--- src/hdl/rgbhsl_pkg.sv ---
package rgbhsl_pkg;

    localparam int QW = 8;        // quotient bits of each divider
    localparam int NW = 16;       // numerator width
    localparam int DW = 9;        // divisor width
    localparam int STAGES = QW;   // one quotient bit per cell

    typedef struct packed {
        logic [7:0] red;
        logic [7:0] green;
        logic [7:0] blue;
        logic [7:0] alpha;
    } pixel_t;

    typedef struct packed {
        logic [8:0] hue_degrees;
        logic [7:0] saturation;
        logic [7:0] lightness;
        logic [7:0] alpha_out;
    } hsl_t;

    typedef enum logic [1:0] {
        HUE_RED_POS = 2'd0,
        HUE_RED_NEG = 2'd1,
        HUE_GREEN   = 2'd2,
        HUE_BLUE    = 2'd3
    } hue_sel_t;

    // payload carried alongside a division through the chain
    typedef struct packed {
        logic       valid;
        logic       grey;
        hue_sel_t   sel;
        logic [7:0] lightness;
        logic [7:0] alpha;
    } side_t;

    // partial division state for hue and saturation
    typedef struct packed {
        logic [NW-1:0] hrem;
        logic [DW-1:0] hdiv;
        logic [QW-1:0] hq;
        logic [NW-1:0] srem;
        logic [DW-1:0] sdiv;
        logic [QW-1:0] sq;
    } div_t;

endpackage

--- src/hdl/rgb_to_hsl_converter.sv ---
// RGB to HSL converter, 8 bits per channel.
// Drive pixel and pulse start for one cycle per item; busy is always low,
// so an item may be given in every cycle. Each item yields one result on
// result, marked by done for one cycle, in item order.
// The chain is registered throughout: a prep register takes max, min and the
// numerators, eight cells each resolve one quotient bit of the hue and
// saturation divisions, and an output register takes the hue angle formed
// after the last cell. Throughput is one item per cycle.
// Alpha is carried alongside unchanged.
// Reset clears the valid marks in every cell, so no result is shown until
// an item has passed the chain. The receiver cannot stall; results are
// shown once and must be taken in the cycle they appear.
module rgb_to_hsl_converter
(
    input  logic                clk,
    input  logic                rst_n,
    input  logic                start,
    output logic                busy,
    input  rgbhsl_pkg::pixel_t  pixel,
    output logic                done,
    output rgbhsl_pkg::hsl_t    result
);

    rgbhsl_pkg::side_t side_c [rgbhsl_pkg::STAGES+1];
    rgbhsl_pkg::div_t  dv_c   [rgbhsl_pkg::STAGES+1];
    rgbhsl_pkg::side_t last;
    rgbhsl_pkg::div_t  lastd;
    logic       done_reg;
    rgbhsl_pkg::hsl_t res_reg, res_next;
    logic [8:0] hue;

    assign busy = 1'b0;

    rgbhsl_prep u_prep
    (
        .clk   (clk),
        .rst_n (rst_n),
        .start (start),
        .pix   (pixel),
        .side  (side_c[0]),
        .dv    (dv_c[0])
    );

    for (genvar i = 0; i < rgbhsl_pkg::STAGES; i++)
    begin : g_cell
        rgbhsl_cell u_cell
        (
            .clk      (clk),
            .rst_n    (rst_n),
            .bitpos   (3'(rgbhsl_pkg::STAGES - 1 - i)),
            .side_in  (side_c[i]),
            .dv_in    (dv_c[i]),
            .side_out (side_c[i+1]),
            .dv_out   (dv_c[i+1])
        );
    end

    assign last = side_c[rgbhsl_pkg::STAGES];
    assign lastd = dv_c[rgbhsl_pkg::STAGES];

    always_comb
    begin
        // green and blue quotients carry a +60 bias
        case (last.sel)
            rgbhsl_pkg::HUE_RED_POS: hue = {1'b0, lastd.hq};
            rgbhsl_pkg::HUE_RED_NEG:
                hue = (lastd.hq == 8'd0) ? 9'd0 : 9'(10'd360 - {2'b0, lastd.hq});
            rgbhsl_pkg::HUE_GREEN:   hue = 9'({1'b0, lastd.hq} + 9'd60);
            rgbhsl_pkg::HUE_BLUE:    hue = 9'({1'b0, lastd.hq} + 9'd180);
            default:                 hue = 9'd0;
        endcase
        res_next.hue_degrees = last.grey ? 9'd0 : hue;
        res_next.saturation = last.grey ? 8'd0 : lastd.sq;
        res_next.lightness = last.lightness;
        res_next.alpha_out = last.alpha;
    end

    always_ff @(posedge clk or negedge rst_n)
    begin
        if (!rst_n)
            done_reg <= 1'b0;
        else
            done_reg <= last.valid;
    end

    always_ff @(posedge clk)
    begin
        res_reg <= res_next;
    end

    assign done = done_reg;
    assign result = res_reg;

    a_latency: assert property (@(posedge clk) disable iff (!rst_n)
        (start && !busy) |-> ##10 done)
        else $error("item lost in chain");
    a_hue_range: assert property (@(posedge clk) disable iff (!rst_n)
        done |-> (result.hue_degrees < 9'd360))
        else $error("hue out of range");
    a_no_phantom: assert property (@(posedge clk) disable iff (!rst_n)
        done |-> $past(start, 10))
        else $error("result without item");

endmodule

--- src/hdl/rgbhsl_prep.sv ---
module rgbhsl_prep
(
    input  logic                 clk,
    input  logic                 rst_n,
    input  logic                 start,
    input  rgbhsl_pkg::pixel_t   pix,
    output rgbhsl_pkg::side_t    side,
    output rgbhsl_pkg::div_t     dv
);

    logic [7:0] mx, mn, dl;
    logic [8:0] s;
    logic [7:0] pos, neg;
    logic [14:0] hnum;
    rgbhsl_pkg::hue_sel_t sel;
    rgbhsl_pkg::side_t side_reg, side_next;
    rgbhsl_pkg::div_t dv_reg, dv_next;

    always_comb
    begin
        mx = pix.red;
        if (pix.green > mx) mx = pix.green;
        if (pix.blue > mx) mx = pix.blue;
        mn = pix.red;
        if (pix.green < mn) mn = pix.green;
        if (pix.blue < mn) mn = pix.blue;
        dl = mx - mn;
        s = {1'b0, mx} + {1'b0, mn};
        // red wins ties, then green
        if (mx == pix.red)
        begin
            if (pix.green >= pix.blue)
            begin
                sel = rgbhsl_pkg::HUE_RED_POS;
                pos = pix.green - pix.blue;
            end
            else
            begin
                sel = rgbhsl_pkg::HUE_RED_NEG;
                pos = pix.blue - pix.green;
            end
            neg = 8'd0;
        end
        else if (mx == pix.green)
        begin
            sel = rgbhsl_pkg::HUE_GREEN;
            pos = pix.blue;
            neg = pix.red;
        end
        else
        begin
            sel = rgbhsl_pkg::HUE_BLUE;
            pos = pix.red;
            neg = pix.green;
        end
        // fractional hue part: 60*(pos-neg)/d lies in -60..60; green and blue bias it by 60*d
        if (sel == rgbhsl_pkg::HUE_GREEN || sel == rgbhsl_pkg::HUE_BLUE)
            hnum = 15'd60 * {7'd0, dl} + 15'd60 * {7'd0, pos} - 15'd60 * {7'd0, neg};
        else
            hnum = 15'd60 * {7'd0, pos};

        side_next.valid = start;
        side_next.grey = (dl == 8'd0);
        side_next.sel = sel;
        side_next.lightness = s[8:1];
        side_next.alpha = pix.alpha;
        dv_next.hrem = {1'b0, hnum};
        dv_next.hdiv = {1'b0, dl};
        dv_next.hq = '0;
        dv_next.srem = 16'd255 * {8'd0, dl};
        dv_next.sdiv = (s < 9'd255) ? s : 9'(10'd510 - {1'b0, s});
        dv_next.sq = '0;
        if (dl == 8'd0)
        begin
            dv_next.hdiv = 9'd1;
            dv_next.sdiv = 9'd1;
            dv_next.hrem = '0;
            dv_next.srem = '0;
        end
    end

    always_ff @(posedge clk or negedge rst_n)
    begin
        if (!rst_n)
            side_reg <= '0;
        else
            side_reg <= side_next;
    end

    always_ff @(posedge clk)
    begin
        dv_reg <= dv_next;
    end

    assign side = side_reg;
    assign dv = dv_reg;

endmodule

--- src/hdl/rgbhsl_cell.sv ---
module rgbhsl_cell
(
    input  logic                clk,
    input  logic                rst_n,
    input  logic [2:0]          bitpos,
    input  rgbhsl_pkg::side_t   side_in,
    input  rgbhsl_pkg::div_t    dv_in,
    output rgbhsl_pkg::side_t   side_out,
    output rgbhsl_pkg::div_t    dv_out
);

    logic [16:0] htrial, strial;
    rgbhsl_pkg::div_t dv_next, dv_reg;
    rgbhsl_pkg::side_t side_reg;

    // restoring division, one quotient bit per cell
    always_comb
    begin
        dv_next = dv_in;
        htrial = {1'b0, dv_in.hdiv, 7'd0} >> (3'd7 - bitpos);
        strial = {1'b0, dv_in.sdiv, 7'd0} >> (3'd7 - bitpos);
        if ({1'b0, dv_in.hrem} >= htrial)
        begin
            dv_next.hrem = 16'({1'b0, dv_in.hrem} - htrial);
            dv_next.hq[bitpos] = 1'b1;
        end
        if ({1'b0, dv_in.srem} >= strial)
        begin
            dv_next.srem = 16'({1'b0, dv_in.srem} - strial);
            dv_next.sq[bitpos] = 1'b1;
        end
    end

    always_ff @(posedge clk or negedge rst_n)
    begin
        if (!rst_n)
            side_reg <= '0;
        else
            side_reg <= side_in;
    end

    always_ff @(posedge clk)
    begin
        dv_reg <= dv_next;
    end

    assign side_out = side_reg;
    assign dv_out = dv_reg;

endmodule
--- config.mk ---
export PLATFORM = sky130hd
export DESIGN_NAME = rgb_to_hsl_converter
export DESIGN_NICKNAME = d
export VERILOG_FILES = /design/src/hdl/rgbhsl_pkg.sv /design/src/hdl/rgb_to_hsl_converter.sv /design/src/hdl/rgbhsl_prep.sv /design/src/hdl/rgbhsl_cell.sv
export SDC_FILE = /design/constraint.sdc
export NUM_CORES = 1
export LEC_CHECK = 0
export ABC_CLOCK_PERIOD_IN_PS = 3230
export BUFFER_PORTS_ARGS = -buffer_cell sky130_fd_sc_hd__buf_4
export CAP_MARGIN = 20
export CORE_UTILIZATION = 60
export DETAILED_ROUTE_END_ITERATION = 6
export PLACE_DENSITY = 0.77
export SLEW_MARGIN = 5
export SYNTH_ARGS = -nofsm -noshare
export SYNTH_HDL_FRONTEND = slang
export SYNTH_SLANG_ARGS = --single-unit
--- constraint.sdc ---
create_clock -name clk -period 3.23 [get_ports clk]
set_input_delay 0.1615 -clock clk [delete_from_list [all_inputs] [get_ports clk]]
set_output_delay 0.1615 -clock clk [all_outputs]
set_load 0.01 [all_outputs]
======== After elaboration in Yosys (flattened, before gate mapping) ========
Cells that the tools add are included.
storage, ports and cells
  bits in latches ......................... 0
  memories ................................ 0
  output and inout port bits .............. 35
  ROM bits ................................ 0
  RAM bits ................................ 0
  flip-flop bits (word level) ............. 742
cells by class
  multipliers ............................. 4
  reductions and logical operators ........ 5
  divide/modulo/power cells ............... 0
  shift operators ......................... 0
  order comparisons ....................... 22
  muxes and demuxes ....................... 32
  equal/unequal tests ..................... 7
  add/sub/neg operators ................... 24
  bitwise operators ....................... 1
operators with widths
  cell                                                                count
  16-bit 2-to-1 mux                                                   14
  8-bit 2-to-1 mux                                                    11
  4-bit by 8-bit multiplier with 12-bit output, first input constant  3
  9-bit one-hot mux with 4 select lines                               1
  16-bit by 10-bit greater-or-equal comparator with 1-bit output      2
  16-bit by 11-bit greater-or-equal comparator with 1-bit output      2
  16-bit by 12-bit greater-or-equal comparator with 1-bit output      2
  16-bit by 13-bit greater-or-equal comparator with 1-bit output      2
  16-bit by 14-bit greater-or-equal comparator with 1-bit output      2
  16-bit by 15-bit greater-or-equal comparator with 1-bit output      2
  16-bit greater-or-equal comparator                                  2
  16-bit by 9-bit greater-or-equal comparator with 1-bit output       2
  16-bit by 10-bit subtractor with 16-bit output                      2
  16-bit by 11-bit subtractor with 16-bit output                      2
  16-bit by 12-bit subtractor with 16-bit output                      2
  16-bit by 13-bit subtractor with 16-bit output                      2
  16-bit by 14-bit subtractor with 16-bit output                      2
  16-bit by 15-bit subtractor with 16-bit output                      2
  16-bit subtractor                                                   2
  8-bit subtractor                                                    3
  9-bit 2-to-1 mux                                                    2
  8-bit equality test                                                 2
  8-bit > comparator                                                  2
  8-bit logical NOT                                                   2
  other kinds (20)                                                    25

======== Depth between registers and ports, before layout ========
Gate-level depths: netlist of run 1.
  word-level depth ........................ 11
  mapped depth ............................ 46

======== Cells and area by module ========
From an unflattened synthesis of run 1, not the netlist that was laid out.
unflattened totals
  cell total of the unflattened synthesis .. 5,143
  area, all modules ....................... 47,929.7 um^2
modules (own cells, without submodules)
  module                               area each (um^2)  cells an instance  seq. area each (um^2)  times used
  rgbhsl_cell at g_cell[0].u_cell ...  4,583.1           496                1,821.7                5
  rgbhsl_cell at g_cell[2].u_cell ...  4,914.7           496                1,821.7                2
  rgbhsl_prep                          9,354.0           1,076              1,401.3                1
  rgbhsl_cell at g_cell[6].u_cell      4,604.4           481                1,821.7                1
  rgb_to_hsl_converter                 1,226.2           114                685.7                  1

======== Worst setup path after synthesis of run 1 ========
No wires, ideal clock.
  kind .................................... input to register
  from .................................... in pixel[25] (netlist bit)
  to ...................................... reg u_prep.dv_reg (netlist bit u_prep.dv[32])
  buffers on the path ..................... 4
  arrival ................................. 9.750 ns
  path slack .............................. -6.592 ns
  stages on the path ...................... 39
  cells stage by stage .................... clkbuf_1 > inv_1 > ha_1 > nor2b_1 > o211ai_1 > a21oi_1 > o21ai_2 > clkbuf_1 > a21boi_0 > ha_1 > a21o_1 > a221o_1 > a21oi_4 > or2_4 > buf_6 > clkbuf_1 > nor2_1 > a21oi_1 > [3 not listed] > o21bai_1 > a21oi_1 > xnor2_1 > inv_1 > fa_1 > fa_1 > fa_1 > inv_1 > fa_1 > ha_1 > a21boi_0 > o21ai_0 > a21boi_0 > o21ai_0 > a21boi_0 > o21a_1 > o41ai_1 > mux2i_1
between the ends
  longest elaborated chain between the ends .. 6
RTL lines
  item                                                                                      line                                  source
  start, declared                                                                           rgb_to_hsl_converter.sv:19            input rgbhsl_pkg::pixel_t pixel,
  8-bit > comparator / 8-bit < comparator (equally long branches)                           rgbhsl_prep.sv:22, rgbhsl_prep.sv:25
  8-bit 2-to-1 mux (on tied branches)                                                       rgbhsl_prep.sv:22, rgbhsl_prep.sv:25
  8-bit > comparator / 8-bit < comparator (equally long branches)                           rgbhsl_prep.sv:23, rgbhsl_prep.sv:26
  8-bit 2-to-1 mux (on tied branches)                                                       rgbhsl_prep.sv:23, rgbhsl_prep.sv:26
  8-bit subtractor (*)                                                                      rgbhsl_prep.sv:27                     dl = mx - mn;
  named net u_prep.dl[5]                                                                    rgbhsl_prep.sv:11                     logic [7:0] mx, mn, dl;
  8-bit by 8-bit multiplier with 16-bit output / 8-bit logical NOT (equally long branches)  rgbhsl_prep.sv:70, rgbhsl_prep.sv:73
  end signal, assigned                                                                      rgbhsl_prep.sv:92                     dv_reg <= dv_next;
  end, declared                                                                             rgbhsl_prep.sv:17                     rgbhsl_pkg::div_t dv_reg, dv_next;
Mark *: on every way through the listed nets, which the timed path passes. The rest lies on a longest branch.
A chain may end at the register's enable or synchronous reset.

======== Worst setup path in the final report of run 1 ========
  from .................................... in pixel[25] (netlist bit)
  to ...................................... reg u_prep.dv_reg (netlist bit u_prep.dv[62])
RTL lines
  item                                                             line                                  source
  8-bit > comparator / 8-bit < comparator (equally long branches)  rgbhsl_prep.sv:22, rgbhsl_prep.sv:25
  8-bit 2-to-1 mux (on tied branches)                              rgbhsl_prep.sv:22, rgbhsl_prep.sv:25
  8-bit > comparator / 8-bit < comparator (equally long branches)  rgbhsl_prep.sv:23, rgbhsl_prep.sv:26
  8-bit 2-to-1 mux (on tied branches)                              rgbhsl_prep.sv:23, rgbhsl_prep.sv:26
  8-bit subtractor (*)                                             rgbhsl_prep.sv:27
  named net u_prep.dl[2]                                           rgbhsl_prep.sv:11
  4-bit by 8-bit multiplier with 12-bit output                     rgbhsl_prep.sv:58                     hnum = 15'd60 * {7'd0, dl} + 15'd60 * {7'd0, pos} - 15'd60 * {7'd0, neg};
  14-bit by 14-bit adder with 15-bit output                        rgbhsl_prep.sv:58
  15-bit by 14-bit subtractor with 15-bit output                   rgbhsl_prep.sv:58
  15-bit 2-to-1 mux                                                rgbhsl_prep.sv:57                     if (sel == rgbhsl_pkg::HUE_GREEN || sel == rgbhsl_pkg::HUE_BLUE)
Marks and branches as above.

==> impl.org, run 1 <==
** STA
- Final hold violations :: 0
- The count of pins over their slew limit is 0.
- Clock period minus worst slack :: 7.86 ns
- In the post-route analysis, the smallest setup slack over all paths is -4.63 ns.
- Based on the critical path, the design can be clocked at up to 127 MHz.
- Final TNS setup :: -136.23 ns
- Pin slew with the least headroom to its limit :: 0.729 ns
- Headroom to the max-slew limit came out at 51.4%.
- Final period util :: 243%
- Setup repair after global routing could not meet its margin everywhere.
- Setup violations remaining at the end of the flow were counted as 56.
- For the final database, setup skew stands at 0.0303 ns.

** Routing
- The pre-antenna-repair detailed-routing pass consisted of 5 iterations.
- Final wirelength :: 73900 um
- DRC violations left :: 0
- Total via count in the routed design :: 22.5k
- The detail route stage leaves a number of antenna-violating nets equal to 0.
- Wire per inst :: 17.8 um
- Dividing the detail-routed via count by the number of cells gives 5.42.
- DRC violation total after the first TritonRoute iteration :: 1252

** CTS
- In this run the deepest clock path goes through 3 buffers.
- TritonCTS built the clock tree.
- Number of clock buffers inserted by TritonCTS :: 59
- TritonCTS sink count :: 654
- The tree is rooted in a clkbuf_16.
- Later-pin clock latency in the skew report :: 0.62 ns
- Clock-pin slew was measured on the worst setup and hold paths at 0.08 ns.
- The clock tree synthesis step divided the H-tree into 2 levels.

** Synth
- Most frequently used flop master after synthesis :: dfxtp_1
- For this run, the number of Yosys warnings is 0.
- Flop and latch count out of synthesis :: 654
- Among all cell types in the netlist, the one instantiated most often is dfxtp_1.
- The netlist uses 75 different library cells.
- For this run, asynchronously set or reset flops after synthesis account for 27.7%.
- Post-synthesis instance area :: 0.0300 sq mm
- Top-area cell type share of the netlist area :: 31.6%
- Sequential fraction of the synthesis area :: 46.7%
- Area leader, netlist :: dfxtp_1
- Average size of a mapped cell :: 10.3 sq um
- Number of flops mapped to enable cells by yosys :: 0
- Main area contributors after synthesis :: dfxtp_1 32%, dfrtp_1 15%, ha_1 12%
- Synthesis produced a netlist with a net count of 3323.
- Post-synth top cells :: 473 x dfxtp_1, 420 x inv_1, 285 x ha_1, 202 x nor2_1, 190 x a21oi_1
- Gate Count Post-Synth :: 2914

** Worst setup path
- The largest individual stage delay along the critical path comes from the cell fa_1.
- For the worst flop-to-flop path, the logic depth is 12.
- Highest net fanout along the worst path :: 8
- Worst Setup End Kind :: flip-flop
- Internal reg-to-reg setup slack :: 0.12 ns
- The worst register-to-register path ends at g_cell[3].u_cell.dv_out[61].
- The number of buffers and inverters on the critical path is 11.
- Number of cells on the critical path :: 41
- STA puts the critical path data arrival time at 8.34 ns.
- Critical Path Start Type :: primary input
- Broken down by cell family, the worst path's largest delay share belongs to adder cells.
- The worst setup path is of the in -> reg kind.
- RR Startpoint :: g_cell[2].u_cell.dv_out[54]
- STA puts the critical path data required time at 3.71 ns.
- In this design, the stage delay of the slowest critical-path cell is 0.58 ns.

** Floorplanning
- The floorplan has 81 rows.
- Once the floorplan was initialized, standard cells occupied 61.0% of the core.
- During I/O placement, the number of pins put on the boundary was 70.
- Area of the core region :: 0.0492 sq mm
- From bottom edge to top edge, the die measures 226 um.
- The floorplan step defined a die boundary enclosing 0.0509 sq mm.
- The floorplan step set the die width to 226 um.

** Global routing
- Global router's overall resource usage :: 28.6%
- Largest net degree at the start of global routing :: 82
- Total gr overflow :: 0
- Initial antenna violation count :: 1
- The first global-routing pass estimated 116000 um of wire.
- Vias in the first global route :: 23.6k

** Placement
- In this run the tool buffered the top-level ports with 68 buffer cells.
- Detailed placement ended at an HPWL of 50000 um.
- The congestion estimate from routability-driven global placement came to 0.884.

** Cells and area
- The post-route netlist has 26.8% of its cells at a drive strength greater than 1.
- The sequential cells in the finished layout cover a total of 0.0140 sq mm.
- Area growth syn-to-layout :: 29.5%
- The net count of the finished layout is 3844.
- The register with the most flip-flops in the layout has 395 of them.
- Counting the fill cells in the layout gives 2878.
- Multi-input combinational cell area :: 0.0160 sq mm

** Worst hold path
- Worst hold-check path type :: in -> async

** Flow run
- # Max-Cap Violations :: 0

** Outcome
- Outcome :: finished, violations left
- The final reports fail on negative setup slack.
routing by layer:
metal  part of all wire, %  wire length, um  vias up  track usage, %
met3                   3.5             2620      240            3.95
met2                    53            39300      601            54.1
met1                    38            28400    10916            31.2
li1                      -                -    10725               -
met4                   5.0             3660        0            13.3
met5                     0                0        -               0
cells in the final DEF (no fill, tap or decap), types with 25 or more instances in the layout:
cell	instances
a21boi_0	25
a21o_1	65
a21oi_1	147
a21oi_2	35
buf_4	416
buf_6	65
clkbuf_16	64
dfrtp_1	181
dfxtp_1	473
fa_1	81
ha_1	237
ha_4	44
inv_1	370
inv_2	43
mux2_2	29
mux2i_1	34
nand2_1	106
nand2b_1	30
nand3_1	31
nor2_1	184
nor2b_1	50
nor3_1	36
o21ai_0	97
xnor2_1	96
xor2_1	59
worst max path at each step:
stage                         start             to  slack, ns
after floorplan           pixel[25]  u_prep.dv[32]      -5.28
after detailed placement  pixel[25]  u_prep.dv[64]      -5.35
after global routing      pixel[25]  u_prep.dv[62]      -4.81
final                     pixel[25]  u_prep.dv[62]      -4.63
after global placement    pixel[25]  u_prep.dv[62]      -5.05
after CTS                 pixel[25]  u_prep.dv[64]      -4.29
stage by stage:
| step | setup WS [ns] | instance area (sq um) | util [%] | hold WS [ns] | std cells |
|---|---|---|---|---|---|
| 3_5_place_dp | -5.35 | 34300 | 69.7 | 0.256 | 3950 |
| 6_report | -4.63 | 38800 | 79.0 | 0.156 | 4151 |
| 4_1_cts | -4.29 | 37900 | 77.1 | 0.173 | 4123 |
| 3_3_place_gp | -5.05 | 34300 | 69.7 | 0.236 | 3950 |
| 5_1_grt | -4.81 | 38800 | 79.0 | 0.201 | 4150 |
| 2_1_floorplan | -5.28 | 30500 | - | -0.134 | 2914 |
final cells by class:
cell class                      count  area share, %
Clock inverter                     33          0.957
Clock buffer                       79           4.44
Inverter                          420           4.14
Multi-Input combinational cell   1791           41.1
Timing Repair Buffer              509           11.1
Antenna cell                        1        0.00645
Tap cell                          664           2.14
Sequential cell                   654           36.1
logic make-up (layout without fill, tap and decap cells):
family,count (synthesis),after routing,synth area share [%]
buffers and inverters,471,1041,6.01
adder cells (fa/ha/maj),374,374,17.8
multiplexers,72,72,2.55
other,1,2,0.0125
AND/OR/NAND/NOR,589,590,9.61
flip-flops,654,654,46.7
XOR/XNOR,184,184,5.38
AO/OA/AOI/OAI,569,570,11.9
what timing repair did:
item	in CTS	in global routing
pin swaps	113	101
setup endpoints to repair	61	95
buffers inserted	57	41
hold buffers	10	0
gates resized for setup	212	164
endpoints found under the hold margin	88	0
gates cloned	5	4
Power of run 1 is left out: the tool's default activity adds up to more than one toggle a clock period on the data nets, which glitch-free logic cannot reach.
==> run 2, diff against run 1 <==
--- a/config.mk
+++ b/config.mk
@@ -11,6 +11,7 @@
 export CORE_UTILIZATION = 60
 export DETAILED_ROUTE_END_ITERATION = 6
 export PLACE_DENSITY = 0.77
+export SKIP_CTS_REPAIR_TIMING = 1
 export SLEW_MARGIN = 5
 export SYNTH_ARGS = -nofsm -noshare
 export SYNTH_HDL_FRONTEND = slang
==> impl.org, run 2 (same netlist as run 1, synthesis figures left out) <==
** Worst setup path
- Slowest library cell on the worst path :: fa_1
- Counting cells, the worst reg-to-reg path comes to 12.
- For this run, the slowest stage of the critical path takes 0.60 ns.
- Worst Setup End Kind :: flip-flop
- Data required time at the worst endpoint :: 3.80 ns
- The endpoint identified for the worst register-to-register timing path is g_cell[3].u_cell.dv_out[61].
- Internal reg-to-reg setup slack :: 0.07 ns
- Along the worst path, the maximum fanout reaches 8.
- The startpoint identified for the worst register-to-register timing path is g_cell[2].u_cell.dv_out[54].
- Critical Path Most Common Cell :: inv_2
- Crit Path Category :: in -> reg
- For the worst setup path, the data arrival time is 8.39 ns.
- The worst setup path is launched from a primary input.

** Floorplanning
- The core region is 0.0492 sq mm.
- Die area :: 0.0509 sq mm
- Cell Rows :: 81
- Measured along the y axis, the die boundary spans 226 um.
- During I/O placement, the number of pins put on the boundary was 70.
- For this configuration, the core starts out at a cell density of 61.0%.
- The die is 226 um wide.

** Global routing
- Total gr overflow :: 0
- Largest net degree at the start of global routing :: 82
- Global router's overall resource usage :: 26.9%
- The number of global-route vias before repair was 22.7k.
- The first global-routing pass estimated 109000 um of wire.
- Initial antenna violation count :: 0

** Placement
- At the end of routability-driven placement, the weighted congestion stood at 0.884.
- Port buffer count :: 68
- Detailed placement ended at an HPWL of 50000 um.

** CTS
- Max Root-Sink Buffers :: 3
- Clock root buffer :: clkbuf_16
- Clock tree from TritonCTS :: done
- The H-tree was split into 2 levels.
- Number of clock buffers inserted by TritonCTS :: 59
- After clock tree synthesis, the clock-pin slew on the worst setup and hold paths is 0.08 ns.
- The later pin in the worst-skew pair is clocked with a latency of 0.62 ns.
- Clock tree synthesis found a total of 654 sinks.

** Cells and area
- At the end of the flow, the number of nets in the layout was 3809.
- FF+latch area :: 0.0140 sq mm
- In the layout the commonest cells are 473 x dfxtp_1, 409 x buf_4, 377 x inv_1, 245 x ha_1, 181 x dfrtp_1.
- Leaving out fill and tap cells, the most frequent cell in the layout is dfxtp_1.
- The register with the most flip-flops in the layout has 395 of them.
- The multi-input combinational cells in the finished layout cover a total of 0.0157 sq mm.
- The area growth from synthesis to layout is 27.4%.
- Number of fill cells in the layout :: 2983
- Antenna diode count :: 0
- Share of post-route cells with drive strength above 1 :: 25.3%

** STA
- Across all hold checks on the routed design, the worst slack comes to 0.209 ns.
- Post-layout worst setup margin :: -4.59 ns
- Setup repair after global routing missed its margin :: true
- Pin slew with the least headroom to its limit :: 0.722 ns
- The count of pins over their slew limit was 0.
- Worst-case clock skew :: 0.0294 ns
- Setup violations remaining at the end of the flow were counted as 56.
- Clock period minus worst slack :: 7.82 ns
- Measured against its own limit, the worst slew margin works out to 51.8%.
- Final hold violations :: 0
- Dividing the final minimum period by the clock period gives 242%.
- Timing-limited maximum frequency :: 128 MHz

** Routing
- For this run, the detailed router's first-pass iteration total came to 5.
- After detailed routing, the number of remaining DRC violations is 0.
- The routed layout has 22.1k vias.
- Wire per inst :: 17.3 um
- Number of nets with antenna violations after detailed routing :: 0
- Final wirelength :: 71300 um
- After detailed routing, the number of vias per cell comes to 5.37.
- DRC violation total after the first TritonRoute iteration :: 1193

** Worst hold path
- Worst hold-check path type :: in -> async

** Outcome
- The run finished, with violations left.
- The final reports fail on negative setup slack.

** Flow run
- # Max-Cap Violations :: 0
[run 2: cell count changes in the layout (fill, tap and decap cells not counted), moves of 4 or more]
| cell | previous run | this run |
|---|---|---|
| nor2_2 | 12 | 19 |
| buf_6 | 65 | 39 |
| inv_2 | 43 | 38 |
| buf_4 | 416 | 409 |
| xnor2_2 | 16 | 12 |
| ha_1 | 237 | 245 |
| xnor2_1 | 96 | 100 |
| nor2_1 | 184 | 177 |
| inv_1 | 370 | 377 |
| ha_4 | 44 | 38 |
[run 2: metal layers]
metal  track usage (%)  part of all wire, %  routed length (um)
met1              30.2                   39               27700
met2              51.4                   54               38200
met3              3.35                  3.4                2450
met4              10.3                  4.1                2940
met5                 0                    0                   0
[run 2: stage by stage]
| stage | setup WS (ns) | instances | util [%] | setup TNS, ns | cell area [sq um] |
|---|---|---|---|---|---|
| CTS | -4.78 | 4062 | 74.0 | -142.23 | 36400 |
| finish | -4.59 | 4115 | 77.7 | -136.46 | 38200 |
| global placement | -5.05 | 3950 | 69.7 | -167.20 | 34300 |
| floorplan | -5.28 | 2914 | - | -162.59 | 30500 |
| global route | -4.91 | 4115 | 77.7 | -148.66 | 38200 |
| detailed placement | -5.35 | 3950 | 69.7 | -176.74 | 34300 |
[run 2: layout make-up]
class	instances	area share (%)
Sequential cell	654	36.6
Tap cell	664	2.18
Clock buffer	79	4.51
Multi-Input combinational cell	1790	41.2
Inverter	420	4.17
Timing Repair Buffer	475	10.3
Clock inverter	33	0.973
[run 2: worst max path at each step]
| stage | start | end | slack, ns | cells after the start |
|---|---|---|---|---|
| global placement | pixel[25] | u_prep.dv[62] | -5.05 | 40 |
| finish | pixel[19] | u_prep.dv[63] | -4.59 | 41 |
| detailed placement | pixel[25] | u_prep.dv[64] | -5.35 | 43 |
| global route | pixel[30] | u_prep.dv[63] | -4.91 | 42 |
| floorplan | pixel[25] | u_prep.dv[32] | -5.28 | 43 |
| CTS | pixel[25] | u_prep.dv[64] | -4.78 | 43 |
[run 2: worst max-delay path, delay by kind of cell]
family / cells / cell delay (ns)
compound gates: 14 / 2.67
fa+ha+maj: 9 / 3.41
buf+inv: 10 / 1.01
xor+xnor: 3 / 0.50
mux: 1 / 0.25
simple gates: 4 / 0.38
Power of run 2 is left out for the same reason.
==> run 3, diff against run 2 <==
--- a/config.mk
+++ b/config.mk
@@ -5,7 +5,7 @@
 export SDC_FILE = /design/constraint.sdc
 export NUM_CORES = 1
 export LEC_CHECK = 0
-export ABC_CLOCK_PERIOD_IN_PS = 3230
+export ABC_CLOCK_PERIOD_IN_PS = 7800
 export BUFFER_PORTS_ARGS = -buffer_cell sky130_fd_sc_hd__buf_4
 export CAP_MARGIN = 20
 export CORE_UTILIZATION = 60
==> constraint.sdc (replaced) <==
create_clock -name clk -period 7.8 [get_ports clk]
set_input_delay 0.39 -clock clk [delete_from_list [all_inputs] [get_ports clk]]
set_output_delay 0.39 -clock clk [all_outputs]
set_load 0.01 [all_outputs]
==> impl.org, run 3 (same netlist as run 1, synthesis figures left out) <==
** Outcome
- Outcome :: finished, violations left
- The final reports fail on design-rule violations, negative setup slack.

** Cells and area
- Total number of nets in the final design :: 3698
- Most common cell after layout, fill and taps aside :: dfxtp_1
- Summing all non-filler instances in the final layout gives an area of 0.0368 sq mm.
- The top cell types in the final layout, fill and taps aside, are 473 x dfxtp_1, 400 x inv_1, 321 x buf_4, 260 x ha_1, 193 x nor2_1.
- Excluding fillers, the count of instances in the completed layout stands at 4005.
- Of the cells placed in the final design, the portion with a size suffix greater than 1 is 19.7%.
- Antenna diode count :: 0
- Compared with the post-synthesis result, the final layout area differs by 22.6%.
- The register with the most flip-flops in the layout has 395 of them.
- The layout has 3188 filler cells.

** Routing
- Number of detailed-route iterations in the first pass :: 7
- Avg Vias per Cell :: 5.36
- The final route contains 21.5k vias.
- The detail route stage leaves a number of antenna-violating nets equal to 0.
- Final wirelength :: 67100 um
- After detailed routing, the average wire length per cell comes to 16.8 um.
- For this block, the initial DRC count from the detailed router was 1105.
- DRC violations left :: 1

** Worst setup path
- Along the worst path, the maximum fanout reaches 5.
- The setup check on the worst reg-to-reg path leaves a slack of 4.06 ns.
- The worst register-to-register path has a depth of 12.
- On the critical path, the stage with the largest delay is an instance of fa_2.
- Crit Path Category :: in -> reg
- Crit-path max cell delay :: 0.58 ns
- CP Data Arrival Time :: 8.64 ns
- R2r endpoint :: g_cell[6].u_cell.dv_out[21]
- Critical Path Start Type :: primary input
- Launch point of the critical path :: pixel[25]
- Data required time at the worst endpoint :: 8.32 ns
- RR Startpoint :: g_cell[5].u_cell.dv_out[9]
- The worst setup path is captured at a flip-flop.
- Worst setup endpoint :: u_prep.dv[32]

** STA
- Pin slew with the least headroom to its limit :: 0.873 ns
- Final-layout worst hold slack :: 0.314 ns
- In the post-route analysis, the smallest setup slack over all paths is -0.326 ns.
- Max-Slew Margin vs Limit :: 41.8%
- Setup-failing EPs final :: 7
- Setup repair after global routing could not meet its margin everywhere.
- Clock period minus worst slack :: 8.13 ns
- For the final routed database, the setup TNS stands at -1.53 ns.
- Worst-case clock skew :: 0.0233 ns
- Final Slew Violations :: 0
- Timing-limited maximum frequency :: 123 MHz
- The final hold violation count was 0.
- In the finished design, the share of the clock period the worst path needs comes to 104%.

** CTS
- In this run the number of H-tree levels came out at 3.
- In this run the clock root is driven by a clkbuf_16.
- For this design, the sink count on the clock tree is 654.
- Clock latency on the worst-skew pair, taken at its later pin, is 0.60 ns.
- Clock tree from TritonCTS :: done
- Worst-path clk slew :: 0.06 ns
- In this run, CTS created clock tree buffers numbering 66.
- Max Root-Sink Buffers :: 3

** Global routing
- Largest net degree at the start of global routing :: 101
- Initial antenna violation count :: 0
- After global routing the overflow that remains totals 0.
- The number of global-route vias before repair was 22.3k.
- The first global-routing pass estimated 108000 um of wire.
- Global router's overall resource usage :: 26.5%

** Placement
- Total cell area at the placement stage :: 0.0333 sq mm
- Post-detailed-placement half-perimeter wirelength :: 47200 um
- Port buffering added 68 buffers.
- Count of placed standard cells including taps :: 3836
- The congestion estimate from routability-driven global placement came to 0.919.

** Floorplanning
- The floorplan step defined a die boundary enclosing 0.0509 sq mm.
- Initial core utilization :: 61.0%
- Die outline width :: 226 um
- The initialized floorplan defines 81 standard-cell rows.
- Area of the core region :: 0.0492 sq mm
- The die is 226 um tall.
- Count of boundary I/O pins :: 70

** Flow run
- # Max-Cap Violations :: 0

** Worst hold path
- Worst hold-check path type :: reg -> reg
- Hold path start :: g_cell[4].u_cell.dv_out[38]
run 3: cell count changes in the layout (fill, tap and decap cells not counted), sizes merged:
| cell | previous run | this run |
|---|---|---|
| clkinvlp | 8 | 5 |
| bufinv | 6 | 5 |
| clkbuf | 82 | 90 |
| clkinv | 17 | 20 |
| a21oi | 192 | 193 |
| buf | 462 | 344 |
run 3: stage by stage:
stage                     setup slack, ns  util, %
after floorplan                    -0.947        -
after global placement             -0.776     67.8
after detailed placement           -0.999     67.8
after CTS                          -0.487     72.4
after global routing               -0.754     74.8
final                              -0.326     74.8
run 3: how the worst min path moves through the flow:
stage | to | slack (ns) | depth (start not counted)
finish | g_cell[5].u_cell.dv_out[38] | 0.31 | 0
global route | g_cell[7].u_cell.dv_out[37] | 0.32 | 0
CTS | u_prep.side[6] | -0.13 | 1
detailed placement | g_cell[4].u_cell.dv_out[6] | 0.31 | 0
global placement | g_cell[7].u_cell.dv_out[1] | 0.31 | 0
floorplan | done | 0.09 | 0
run 3: area by class of cell:
| cell class | count | area (sq um) | share of cell area, % |
|---|---|---|---|
| Multi-Input combinational cell | 1791 | 15200 | 41.3 |
| Sequential cell | 654 | 14000 | 38.1 |
| Timing Repair Buffer | 356 | 2900 | 7.88 |
| Clock buffer | 88 | 1860 | 5.07 |
| Inverter | 420 | 1590 | 4.33 |
| Tap cell | 664 | 831 | 2.26 |
| Clock inverter | 32 | 404 | 1.10 |
run 3: worst max-delay path: cells and delay by family:
family	cells	cell delay, ns
compound gates	17	2.78
xor+xnor	1	0.15
fa+ha+maj	9	3.34
buf+inv	9	0.89
mux	2	0.50
simple gates	5	0.60
run 3: layer usage:
layer,global-route usage [%],vias up,part of all wire [%]
met4,10.9,0,3.5
met1,29.8,10367,40
met2,50.2,475,54
met5,0,-,0
met3,3.16,147,3.1
li1,-,10465,-
Power of run 3 is left out for the same reason.
